<file path="config.mk">
export PLATFORM = sky130hd
export DESIGN_NAME = http_host_extractor
export DESIGN_NICKNAME = d
export VERILOG_FILES = /design/src/rtl/hhe_pkg.sv /design/src/rtl/hhe_host_ram.sv /design/src/rtl/hhe_parser.sv /design/src/rtl/hhe_emitter.sv /design/src/rtl/http_host_extractor.sv
export SDC_FILE = /design/constraint.sdc
export NUM_CORES = 1
export LEC_CHECK = 0
export BUFFER_PORTS_ARGS = -buffer_cell sky130_fd_sc_hd__buf_4
export CORE_ASPECT_RATIO = 1.75
export CORE_MARGIN = 3
export CORE_UTILIZATION = 35
export DETAILED_ROUTE_END_ITERATION = 10
export HOLD_SLACK_MARGIN = 0.05
export PLACE_DENSITY = 0.52
export SYNTH_ARGS = -nofsm -noshare
export SYNTH_HDL_FRONTEND = slang
export SYNTH_SLANG_ARGS = --single-unit
</file>
<file path="constraint.sdc">
create_clock -name clock -period 9.1 [get_ports clock]
set_input_delay 1.82 -clock clock [delete_from_list [all_inputs] [get_ports clock]]
set_output_delay 1.82 -clock clock [all_outputs]
set_load 0.02 [all_outputs]
</file>
<file path="src/rtl/hhe_pkg.sv">
// shared constants, types and match tables of the http host extractor
package hhe_pkg;

   localparam int HOST_MAX          = 64;
   localparam int FRAME_MAX         = 2048;
   localparam int LINK_HEADER_BYTES = 14;

   localparam int POS_W  = $clog2(FRAME_MAX + 1);
   localparam int LEN_W  = $clog2(HOST_MAX + 1);
   localparam int ADDR_W = $clog2(HOST_MAX);

   localparam logic [7:0]  CHAR_CR    = 8'h0D;
   localparam logic [7:0]  CHAR_H     = 8'h48;
   localparam logic [7:0]  PROTO_TCP  = 8'd6;
   localparam logic [31:0] SRC_RESET  = 32'h7F00_0001;

   // host capture phase, one-hot
   typedef enum logic [2:0] {
      PHASE_SEARCHING = 3'b001,
      PHASE_CAPTURING = 3'b010,
      PHASE_DONE      = 3'b100
   } host_phase_type;

   // emitter sequencer, one-hot
   typedef enum logic [1:0] {
      EMIT_IDLE = 2'b01,
      EMIT_RUN  = 2'b10
   } emit_state_type;

   // frame-end command from parser to emitter
   typedef struct packed {
      logic             start;
      logic             single;
      logic             too_long;
      logic [LEN_W-1:0] count;
   } emit_cmd_type;

   // "HTTP"
   function automatic logic [7:0] http_char(input logic [1:0] idx);
      logic [7:0] c;
      case (idx)
         2'd0:    c = 8'h48;
         2'd1:    c = 8'h54;
         2'd2:    c = 8'h54;
         default: c = 8'h50;
      endcase
      return c;
   endfunction

   // "Host: "
   function automatic logic [7:0] host_char(input logic [2:0] idx);
      logic [7:0] c;
      case (idx)
         3'd0:    c = 8'h48;
         3'd1:    c = 8'h6F;
         3'd2:    c = 8'h73;
         3'd3:    c = 8'h74;
         3'd4:    c = 8'h3A;
         3'd5:    c = 8'h20;
         default: c = 8'h48;
      endcase
      return c;
   endfunction

endpackage

</file>
<file path="src/rtl/hhe_host_ram.sv">
// host name buffer: one write port, one registered read port
module hhe_host_ram
   import hhe_pkg::*;
(
   input  logic              clock,
   input  logic              wr_en,
   input  logic [ADDR_W-1:0] wr_addr,
   input  logic [7:0]        wr_data,
   input  logic              rd_en,
   input  logic [ADDR_W-1:0] rd_addr,
   output logic [7:0]        rd_data
);

   logic [7:0] mem_ff [HOST_MAX];
   logic [7:0] rd_data_ff;

   // write port
   always_ff @(posedge clock) begin
      if (wr_en) begin
         mem_ff[wr_addr] <= wr_data;
      end
   end

   // read port, data held while not enabled
   always_ff @(posedge clock) begin
      if (rd_en) begin
         rd_data_ff <= mem_ff[rd_addr];
      end
   end

   assign rd_data = rd_data_ff;

endmodule

</file>
<file path="src/rtl/hhe_parser.sv">
// frame header parser and payload scanner, writes host bytes into the buffer
module hhe_parser
   import hhe_pkg::*;
(
   input  logic              clock,
   input  logic              reset,
   input  logic              csr_valid,
   input  logic [31:0]       csr_data,
   input  logic              byte_accept,
   input  logic [7:0]        frame_byte,
   input  logic              frame_end,
   output logic              wr_en,
   output logic [ADDR_W-1:0] wr_addr,
   output logic [7:0]        wr_data,
   output emit_cmd_type      cmd
);

   localparam logic [POS_W-1:0] POS_IHL   = POS_W'(LINK_HEADER_BYTES);
   localparam logic [POS_W-1:0] POS_PROTO = POS_W'(LINK_HEADER_BYTES + 9);
   localparam logic [POS_W-1:0] POS_SRC0  = POS_W'(LINK_HEADER_BYTES + 12);
   localparam logic [POS_W-1:0] POS_SRC3  = POS_W'(LINK_HEADER_BYTES + 15);
   localparam logic [POS_W-1:0] POS_LIMIT = POS_W'(FRAME_MAX);

   logic [31:0]      src_addr_ff,  src_addr_in;
   logic [POS_W-1:0] pos_ff,       pos_in;
   logic [3:0]       ihl_ff,       ihl_in;
   logic [POS_W-1:0] pstart_ff,    pstart_in;
   logic             src_match_ff, src_match_in;
   logic             is_tcp_ff,    is_tcp_in;
   logic             term_ff,      term_in;
   logic [1:0]       http_prog_ff, http_prog_in;
   logic             http_seen_ff, http_seen_in;
   logic [2:0]       host_prog_ff, host_prog_in;
   host_phase_type   phase_ff,     phase_in;
   logic [LEN_W-1:0] host_cnt_ff,  host_cnt_in;
   logic             overflow_ff,  overflow_in;

   logic [POS_W-1:0] tcp_off_pos;
   logic [POS_W-1:0] src_idx_full;
   logic [1:0]       src_idx;
   logic [7:0]       src_byte;
   logic             src_eq;

   // configuration register
   always_comb begin
      src_addr_in = src_addr_ff;
      if (csr_valid) begin
         src_addr_in = csr_data;
      end
   end

   // source byte select, first wire byte is the top byte
   always_comb begin
      tcp_off_pos  = POS_SRC0 + POS_W'({ihl_ff, 2'b00});
      src_idx_full = pos_ff - POS_SRC0;
      src_idx      = src_idx_full[1:0];
      case (src_idx)
         2'd0:    src_byte = src_addr_ff[31:24];
         2'd1:    src_byte = src_addr_ff[23:16];
         2'd2:    src_byte = src_addr_ff[15:8];
         default: src_byte = src_addr_ff[7:0];
      endcase
      src_eq = (src_byte == frame_byte);
   end

   // per-byte state update
   always_comb begin
      pos_in       = pos_ff;
      ihl_in       = ihl_ff;
      pstart_in    = pstart_ff;
      src_match_in = src_match_ff;
      is_tcp_in    = is_tcp_ff;
      term_in      = term_ff;
      http_prog_in = http_prog_ff;
      http_seen_in = http_seen_ff;
      host_prog_in = host_prog_ff;
      phase_in     = phase_ff;
      host_cnt_in  = host_cnt_ff;
      overflow_in  = overflow_ff;
      wr_en        = 1'b0;
      wr_addr      = host_cnt_ff[ADDR_W-1:0];
      wr_data      = frame_byte;
      cmd          = '0;

      if (byte_accept && (pos_ff < POS_LIMIT)) begin
         pos_in = pos_ff + POS_W'(1);

         // ip header fields
         if (pos_ff == POS_IHL) begin
            ihl_in = frame_byte[3:0];
         end
         if (pos_ff == POS_PROTO) begin
            is_tcp_in = (frame_byte == PROTO_TCP);
         end
         if ((pos_ff >= POS_SRC0) && (pos_ff <= POS_SRC3)) begin
            src_match_in = (pos_ff == POS_SRC0) ? src_eq : (src_match_ff && src_eq);
         end

         // tcp data offset byte, payload follows it
         if ((pos_ff > POS_IHL) && (pos_ff == tcp_off_pos) && (pstart_ff == '0)) begin
            if (frame_byte[7:4] >= 4'd4) begin
               pstart_in = POS_IHL + POS_W'({ihl_ff, 2'b00})
                         + POS_W'({frame_byte[7:4], 2'b00});
            end
         end else if ((pstart_ff != '0) && (pos_ff >= pstart_ff) && !term_ff) begin
            if (frame_byte == 8'h00) begin
               term_in = 1'b1;
            end else begin
               // "HTTP" watch
               if (!http_seen_ff) begin
                  if (frame_byte == http_char(http_prog_ff)) begin
                     if (http_prog_ff == 2'd3) begin
                        http_seen_in = 1'b1;
                        http_prog_in = 2'd0;
                     end else begin
                        http_prog_in = http_prog_ff + 2'd1;
                     end
                  end else begin
                     http_prog_in = (frame_byte == CHAR_H) ? 2'd1 : 2'd0;
                  end
               end

               // "Host: " search and capture
               unique case (phase_ff)
                  PHASE_SEARCHING: begin
                     if (frame_byte == host_char(host_prog_ff)) begin
                        if (host_prog_ff >= 3'd5) begin
                           phase_in     = PHASE_CAPTURING;
                           host_prog_in = 3'd0;
                        end else begin
                           host_prog_in = host_prog_ff + 3'd1;
                        end
                     end else begin
                        host_prog_in = (frame_byte == CHAR_H) ? 3'd1 : 3'd0;
                     end
                  end
                  PHASE_CAPTURING: begin
                     if (frame_byte == CHAR_CR) begin
                        phase_in = PHASE_DONE;
                     end else if (host_cnt_ff < LEN_W'(HOST_MAX)) begin
                        wr_en       = 1'b1;
                        host_cnt_in = host_cnt_ff + LEN_W'(1);
                     end else begin
                        overflow_in = 1'b1;
                     end
                  end
                  PHASE_DONE: begin
                  end
                  default: begin
                  end
               endcase
            end
         end
      end

      // frame end: decide on emission, then clear the frame
      if (byte_accept && frame_end) begin
         cmd.start    = src_match_in && is_tcp_in && http_seen_in && (phase_in == PHASE_DONE);
         cmd.single   = overflow_in || (host_cnt_in == '0);
         cmd.too_long = overflow_in;
         cmd.count    = host_cnt_in;
         pos_in       = '0;
         ihl_in       = '0;
         pstart_in    = '0;
         src_match_in = 1'b0;
         is_tcp_in    = 1'b0;
         term_in      = 1'b0;
         http_prog_in = '0;
         http_seen_in = 1'b0;
         host_prog_in = '0;
         phase_in     = PHASE_SEARCHING;
         host_cnt_in  = '0;
         overflow_in  = 1'b0;
      end
   end

   // state registers
   always_ff @(posedge clock) begin
      if (reset) begin
         src_addr_ff  <= SRC_RESET;
         pos_ff       <= '0;
         ihl_ff       <= '0;
         pstart_ff    <= '0;
         src_match_ff <= 1'b0;
         is_tcp_ff    <= 1'b0;
         term_ff      <= 1'b0;
         http_prog_ff <= '0;
         http_seen_ff <= 1'b0;
         host_prog_ff <= '0;
         phase_ff     <= PHASE_SEARCHING;
         host_cnt_ff  <= '0;
         overflow_ff  <= 1'b0;
      end else begin
         src_addr_ff  <= src_addr_in;
         pos_ff       <= pos_in;
         ihl_ff       <= ihl_in;
         pstart_ff    <= pstart_in;
         src_match_ff <= src_match_in;
         is_tcp_ff    <= is_tcp_in;
         term_ff      <= term_in;
         http_prog_ff <= http_prog_in;
         http_seen_ff <= http_seen_in;
         host_prog_ff <= host_prog_in;
         phase_ff     <= phase_in;
         host_cnt_ff  <= host_cnt_in;
         overflow_ff  <= overflow_in;
      end
   end

endmodule

</file>
<file path="src/rtl/hhe_emitter.sv">
// result sequencer: reads the host buffer and drives the result register
module hhe_emitter
   import hhe_pkg::*;
(
   input  logic              clock,
   input  logic              reset,
   input  emit_cmd_type      cmd,
   output logic              rd_en,
   output logic [ADDR_W-1:0] rd_addr,
   input  logic [7:0]        rd_data,
   output logic              busy,
   output logic              rsp_tvalid,
   input  logic              rsp_tready,
   output logic [7:0]        rsp_tdata,
   output logic              rsp_tlast,
   output logic              rsp_tuser
);

   emit_state_type   state_ff,     state_in;
   logic [LEN_W-1:0] count_ff,     count_in;
   logic [LEN_W-1:0] issue_ff,     issue_in;
   logic             rd_valid_ff,  rd_valid_in;
   logic             rd_last_ff,   rd_last_in;
   logic             out_valid_ff, out_valid_in;
   logic [7:0]       out_data_ff,  out_data_in;
   logic             out_last_ff,  out_last_in;
   logic             out_user_ff,  out_user_in;

   logic out_free;
   logic move;
   logic issue;

   // read issue and read-data stage
   always_comb begin
      out_free = !out_valid_ff || rsp_tready;
      move     = rd_valid_ff && out_free;
      issue    = (state_ff == EMIT_RUN) && (issue_ff < count_ff) && (!rd_valid_ff || move);
      rd_en    = issue;
      rd_addr  = issue_ff[ADDR_W-1:0];

      rd_valid_in = rd_valid_ff;
      rd_last_in  = rd_last_ff;
      issue_in    = issue_ff;
      if (issue) begin
         rd_valid_in = 1'b1;
         rd_last_in  = ((issue_ff + LEN_W'(1)) == count_ff);
         issue_in    = issue_ff + LEN_W'(1);
      end else if (move) begin
         rd_valid_in = 1'b0;
      end

      // a new run reads from entry zero
      if ((state_ff == EMIT_IDLE) && cmd.start) begin
         issue_in = '0;
      end
   end

   // output register and sequencer
   always_comb begin
      out_valid_in = out_valid_ff;
      out_data_in  = out_data_ff;
      out_last_in  = out_last_ff;
      out_user_in  = out_user_ff;
      state_in     = state_ff;
      count_in     = count_ff;

      if (move) begin
         out_valid_in = 1'b1;
         out_data_in  = rd_data;
         out_last_in  = rd_last_ff;
         out_user_in  = 1'b0;
      end else if (rsp_tready) begin
         out_valid_in = 1'b0;
      end

      unique case (state_ff)
         EMIT_IDLE: begin
            if (cmd.start) begin
               state_in = EMIT_RUN;
               if (cmd.single) begin
                  // empty or overlong host: one flag word
                  count_in     = '0;
                  out_valid_in = 1'b1;
                  out_data_in  = 8'h00;
                  out_last_in  = 1'b1;
                  out_user_in  = cmd.too_long;
               end else begin
                  count_in = cmd.count;
               end
            end
         end
         EMIT_RUN: begin
            if (out_valid_ff && rsp_tready && out_last_ff) begin
               state_in = EMIT_IDLE;
            end
         end
         default: begin
            state_in = EMIT_IDLE;
         end
      endcase
   end

   // registers
   always_ff @(posedge clock) begin
      if (reset) begin
         state_ff     <= EMIT_IDLE;
         count_ff     <= '0;
         issue_ff     <= '0;
         rd_valid_ff  <= 1'b0;
         out_valid_ff <= 1'b0;
      end else begin
         state_ff     <= state_in;
         count_ff     <= count_in;
         issue_ff     <= issue_in;
         rd_valid_ff  <= rd_valid_in;
         out_valid_ff <= out_valid_in;
      end
   end

   always_ff @(posedge clock) begin
      rd_last_ff  <= rd_last_in;
      out_data_ff <= out_data_in;
      out_last_ff <= out_last_in;
      out_user_ff <= out_user_in;
   end

   assign busy       = (state_ff == EMIT_RUN);
   assign rsp_tvalid = out_valid_ff;
   assign rsp_tdata  = out_data_ff;
   assign rsp_tlast  = out_last_ff;
   assign rsp_tuser  = out_user_ff;

endmodule

</file>
<file path="src/rtl/http_host_extractor.sv">
// http host extractor top level
// Takes an Ethernet frame one byte per word on req_, one word per cycle while the
// frame streams and req_tready is high, and on the frame's last byte gives the Host
// header value on rsp_ when the IPv4 source matches the csr_ address, the protocol
// is TCP, "HTTP" was seen in the payload and the host ended in a carriage return.
// Host bytes go into a 64-entry buffer memory with a registered read; emitting
// them through that read and the result register holds off req_ until the last
// is taken, one result per cycle while rsp_tready is high; an empty or overlong
// host gives one flag word and a pause. Frames that give no result cause no pause.
module http_host_extractor
   import hhe_pkg::*;
(
   input  logic        clock,
   input  logic        reset,
   input  logic        req_tvalid,
   output logic        req_tready,
   input  logic [7:0]  req_tdata,   // [7:0] frame_byte
   input  logic        req_tlast,   // frame_end
   output logic        rsp_tvalid,
   input  logic        rsp_tready,
   output logic [7:0]  rsp_tdata,   // [7:0] host_char
   output logic        rsp_tlast,   // host_last
   output logic        rsp_tuser,   // [0] host_too_long
   input  logic        csr_valid,
   output logic        csr_ready,
   input  logic [31:0] csr_data     // source_filter_address
);

   logic              byte_accept;
   logic              busy;
   logic              wr_en;
   logic [ADDR_W-1:0] wr_addr;
   logic [7:0]        wr_data;
   logic              rd_en;
   logic [ADDR_W-1:0] rd_addr;
   logic [7:0]        rd_data;
   emit_cmd_type      cmd;

   // input held off while results are going out
   assign req_tready  = !busy;
   assign csr_ready   = 1'b1;
   assign byte_accept = req_tvalid && req_tready;

   hhe_parser u_parser (
      .clock       (clock),
      .reset       (reset),
      .csr_valid   (csr_valid),
      .csr_data    (csr_data),
      .byte_accept (byte_accept),
      .frame_byte  (req_tdata),
      .frame_end   (req_tlast),
      .wr_en       (wr_en),
      .wr_addr     (wr_addr),
      .wr_data     (wr_data),
      .cmd         (cmd)
   );

   hhe_host_ram u_ram (
      .clock   (clock),
      .wr_en   (wr_en),
      .wr_addr (wr_addr),
      .wr_data (wr_data),
      .rd_en   (rd_en),
      .rd_addr (rd_addr),
      .rd_data (rd_data)
   );

   hhe_emitter u_emitter (
      .clock      (clock),
      .reset      (reset),
      .cmd        (cmd),
      .rd_en      (rd_en),
      .rd_addr    (rd_addr),
      .rd_data    (rd_data),
      .busy       (busy),
      .rsp_tvalid (rsp_tvalid),
      .rsp_tready (rsp_tready),
      .rsp_tdata  (rsp_tdata),
      .rsp_tlast  (rsp_tlast),
      .rsp_tuser  (rsp_tuser)
   );

endmodule

</file>
==> out/qor.yml <==
pwr:
  ir_drop_v: 0.000155
  clkPwrFrac_pct: 42.7
  report.power.total_w: 0.00564
  power.share.sequential_pct: 54.9
  powerDensity_nw_per_um2: 194
  switching_share_pct: 20.5
  share_comb_of_total_power_pct: 2.4
  internal_power_w: 0.00449
  power.static_leakage_nw: 9.02
  power.switching_w: 0.00116
floorplanning:
  vertical_extent_of_the_die_um: 365
  horizontal_extent_of_the_die_um: 211
  dieArea_sq_um: 77100
  fp.coreArea_sq_um: 72900
  floorplan.io_pins: 59
  std_cell_rows: 131
  effective_utilization_at_floorplan_pct: 35.4
layout:
  diodes: 0
  final_layout_size_suffix_gt1_share_pct: 22.0
  syn2layout_area_growth_pct: 12.8
  final_nets: 1624
  layoutNonFillerInstCount: 2517
critical_path:
  criticalPathCategory: "input port to flop"
  crit_path_frequent_cell: "or3_1"
  crit_path_start_kind: "input port"
  rrSetupSlack_ns: 4.65
  crit_path_cell_trace: "buf_4 > or3_1 > a211oi_1 > or3_1 > a211oi_2 > nor2b_1 > nand4b_1 > nor2_1"
  worstSetupEndpointType: "flop"
  worstPathMaxFanout: 43
  timing.critical_path.arrival_ns: 5.59
  critical_path.slowest_cell: "nor2_1"
  required_ns: 9.34
  timing.critical_path.slowest_cell_delay_ns: 0.75
route:
  detail_route.drc_violations: 0
  drtPass1Iterations: 5
  wire_per_inst_um: 27.0
  routed_via_density: 5.31
  drt_iter0_markers: 935
  wirelength_um: 68000
  detailroute.via_count: 13353
  ant_nets: 0
yosys:
  synth.mux.area_fraction_pct: 17.0
  synth-adder-area-share_pct: 1.82
  syn_area_sq_um: 25800
  synth_top_cells_by_area: "edfxtp_1, mux4_2, dfxtp_1"
  synthFlopType: "edfxtp_1"
  synthXorXnorAreaFrac_pct: 1.73
  yosys.cell_count.top_type: "edfxtp_1"
  main_combinational_cell_family_by_area_after_synthesis: "multiplexers"
  synth.largest_area_cell: "edfxtp_1"
  synth_simple_gate_area_share_pct: 5.87
  postSynthCellCount: 1492
  syn-num-nets: 1575
  netlist.area_leader.share_pct: 60.6
  yosysUniqueCellTypes: 65
  synth-compound-area-share_pct: 3.05
  ys_seq_area_share_pct: 68.6
  yosys_warn_count: 0
  avgSynthCellArea_sq_um: 17.3
  synth.cells.most_frequent: "edfxtp_1, mux4_2, nor2_1"
  yosys_register_bits: 624
  synth-edff-count: 521
  ys_async_sr_fraction_pct: 0
global_route:
  grt_antenna_before_repair: 0
  gr-usage-all-layers_pct: 17.8
  grt_pass1_wl_um: 99300
  first_global_vias: 14362
  gr-total-overflow: 0
  grt_start_max_net_pins: 69
clock_tree:
  post_cts.repair.setup_buffers: 0
  post_cts_resized: 0
  root_cell_of_the_clock_tree: "clkbuf_16"
  worstSkewPairLatency_ns: 0.61
  numCtsBuffers: 55
  h-tree-depth: 2
  clock_path_buffers: 3
  cts_tree: "done"
  cts_hold_buf: 0
  clock-sinks: 624
  clk_pin_slew_worst_paths_ns: 0.07
worst_hold_path:
  holdCritPathClass: "flop to flop"
placed_design:
  detailedPlacementHpwl_um: 46200
  placed_cells_incl_taps: 2415
  portBuffers: 57
  gpl.final_weighted_congestion: 0.816
timing:
  final-max-slew-violation-count: 0
  min_period_over_period_pct: 58.8
  rsz0062_at_grt: "false"
  worst_pin_slew_ns: 1.15
  timing.final.setup_violations: 0
  fin_tns_setup_ns: 0
  hold_viol_final: 0
  timing.clock.skew_ns: 0.0200
  timing.fmax_mhz: 187
  slew-limit-headroom_pct: 22.9
  fin_crit_ns: 5.35
job:
  max-cap-violations: 0
status:
  run_status: "complete, no violations"
kinds of logic after synthesis:
logic type / count (synthesis)
adder cells (fa/ha/maj): 37
buffers and inverters: 129
XOR/XNOR: 51
AO/OA/AOI/OAI: 113
multiplexers: 227
AND/OR/NAND/NOR: 310
other: 1
flip-flops: 624
placed cells by master, fill, tap and decap left out, types with 3 or more instances in the layout:
master,n
bufinv_16,8
dfxtp_1,99
a21oi_1,41
ha_1,36
a211oi_1,5
o21a_1,4
o21ai_0,12
a31oi_1,7
nand3_1,13
nor4_1,7
o31ai_1,5
clkbuf_16,55
nor3b_1,5
nand4_1,8
clkinvlp_4,4
nand3b_1,6
inv_1,43
buf_4,77
nand2b_1,13
a21o_1,4
o211ai_1,6
or4_1,5
a222oi_1,8
or3_1,13
xor2_1,13
clkinv_4,5
mux2i_1,58
clkinv_2,7
nor2_1,146
and3_1,3
mux4_2,168
edfxtp_1,521
nor2b_1,7
clkbuf_1,9
nor3_1,27
clkinv_1,10
xnor2_1,38
nand4b_1,8
nand2_1,36
path summary, 6_finish.rpt:
path | cells after the start | endpoint | startpoint
worst min register to register | 2 | u_parser.src_addr_ff[26] | u_parser.src_addr_ff[26]
worst min-delay path | 2 | u_parser.src_addr_ff[26] | u_parser.src_addr_ff[26]
worst max register to register | 9 | u_ram.mem_ff[48][4] | u_parser.pos_ff[1]
worst max-delay path | 8 | u_ram.mem_ff[48][4] | req_tdata[3]
layout make-up:
cell class	count	area, sq um
clock inverter	38	452
fill	6515	43800
clock buffer	64	1410
sequential	624	17700
multi-input combinational	739	7610
inverter	44	165
tap	931	1160
timing repair buffer	77	578
metal layers:
metal / share of wire, % / global-route usage (%)
met3: 3.0 / 1.60
met5: 0 / 0
met1: 35 / 18.8
met2: 58 / 36.0
met4: 3.6 / 6.32
per-stage QoR:
stage | cell area, sq um | setup WS (ns) | utilization [%] | hold slack (ns)
finish | 29100 | 3.75 | 39.9 | 0.485
global route | 29100 | 3.51 | 39.9 | 0.496
CTS | 29100 | 3.73 | 39.9 | 0.485
detailed placement | 27200 | 3.06 | 37.3 | 0.467
global placement | 27200 | 3.16 | 37.3 | 0.456
floorplan | 25800 | 4.38 | - | 0.438
sequential cells by signal, indices dropped and copies added (netlist names), 8 cells and up:
name,flops
u_parser.pos_ff,12
u_ram.mem_ff,512
u_parser.src_addr_ff,32
u_emitter.rsp_tdata,8
u_ram.rd_data,8
power groups by stage:
| stage | logic (W) | registers (W) | clock network [W] |
|---|---|---|---|
| after floorplan | 0.0000506 | 0.00316 | 0 |
| after global routing | 0.000147 | 0.00310 | 0.00258 |
| after CTS | 0.000139 | 0.00310 | 0.00246 |
| after detailed placement | 0.000139 | 0.00316 | 0 |
| after global placement | 0.000139 | 0.00316 | 0 |
| final | 0.000134 | 0.00310 | 0.00241 |
critical path, delay by kind of cell:
kind                   cells  cell delay (ns)
AND/OR/NAND/NOR            5             2.64
buffers and inverters      1             0.46
AO/OA/AOI/OAI              2             0.61
No activity file was read; power rests on OpenSTA's default activity.
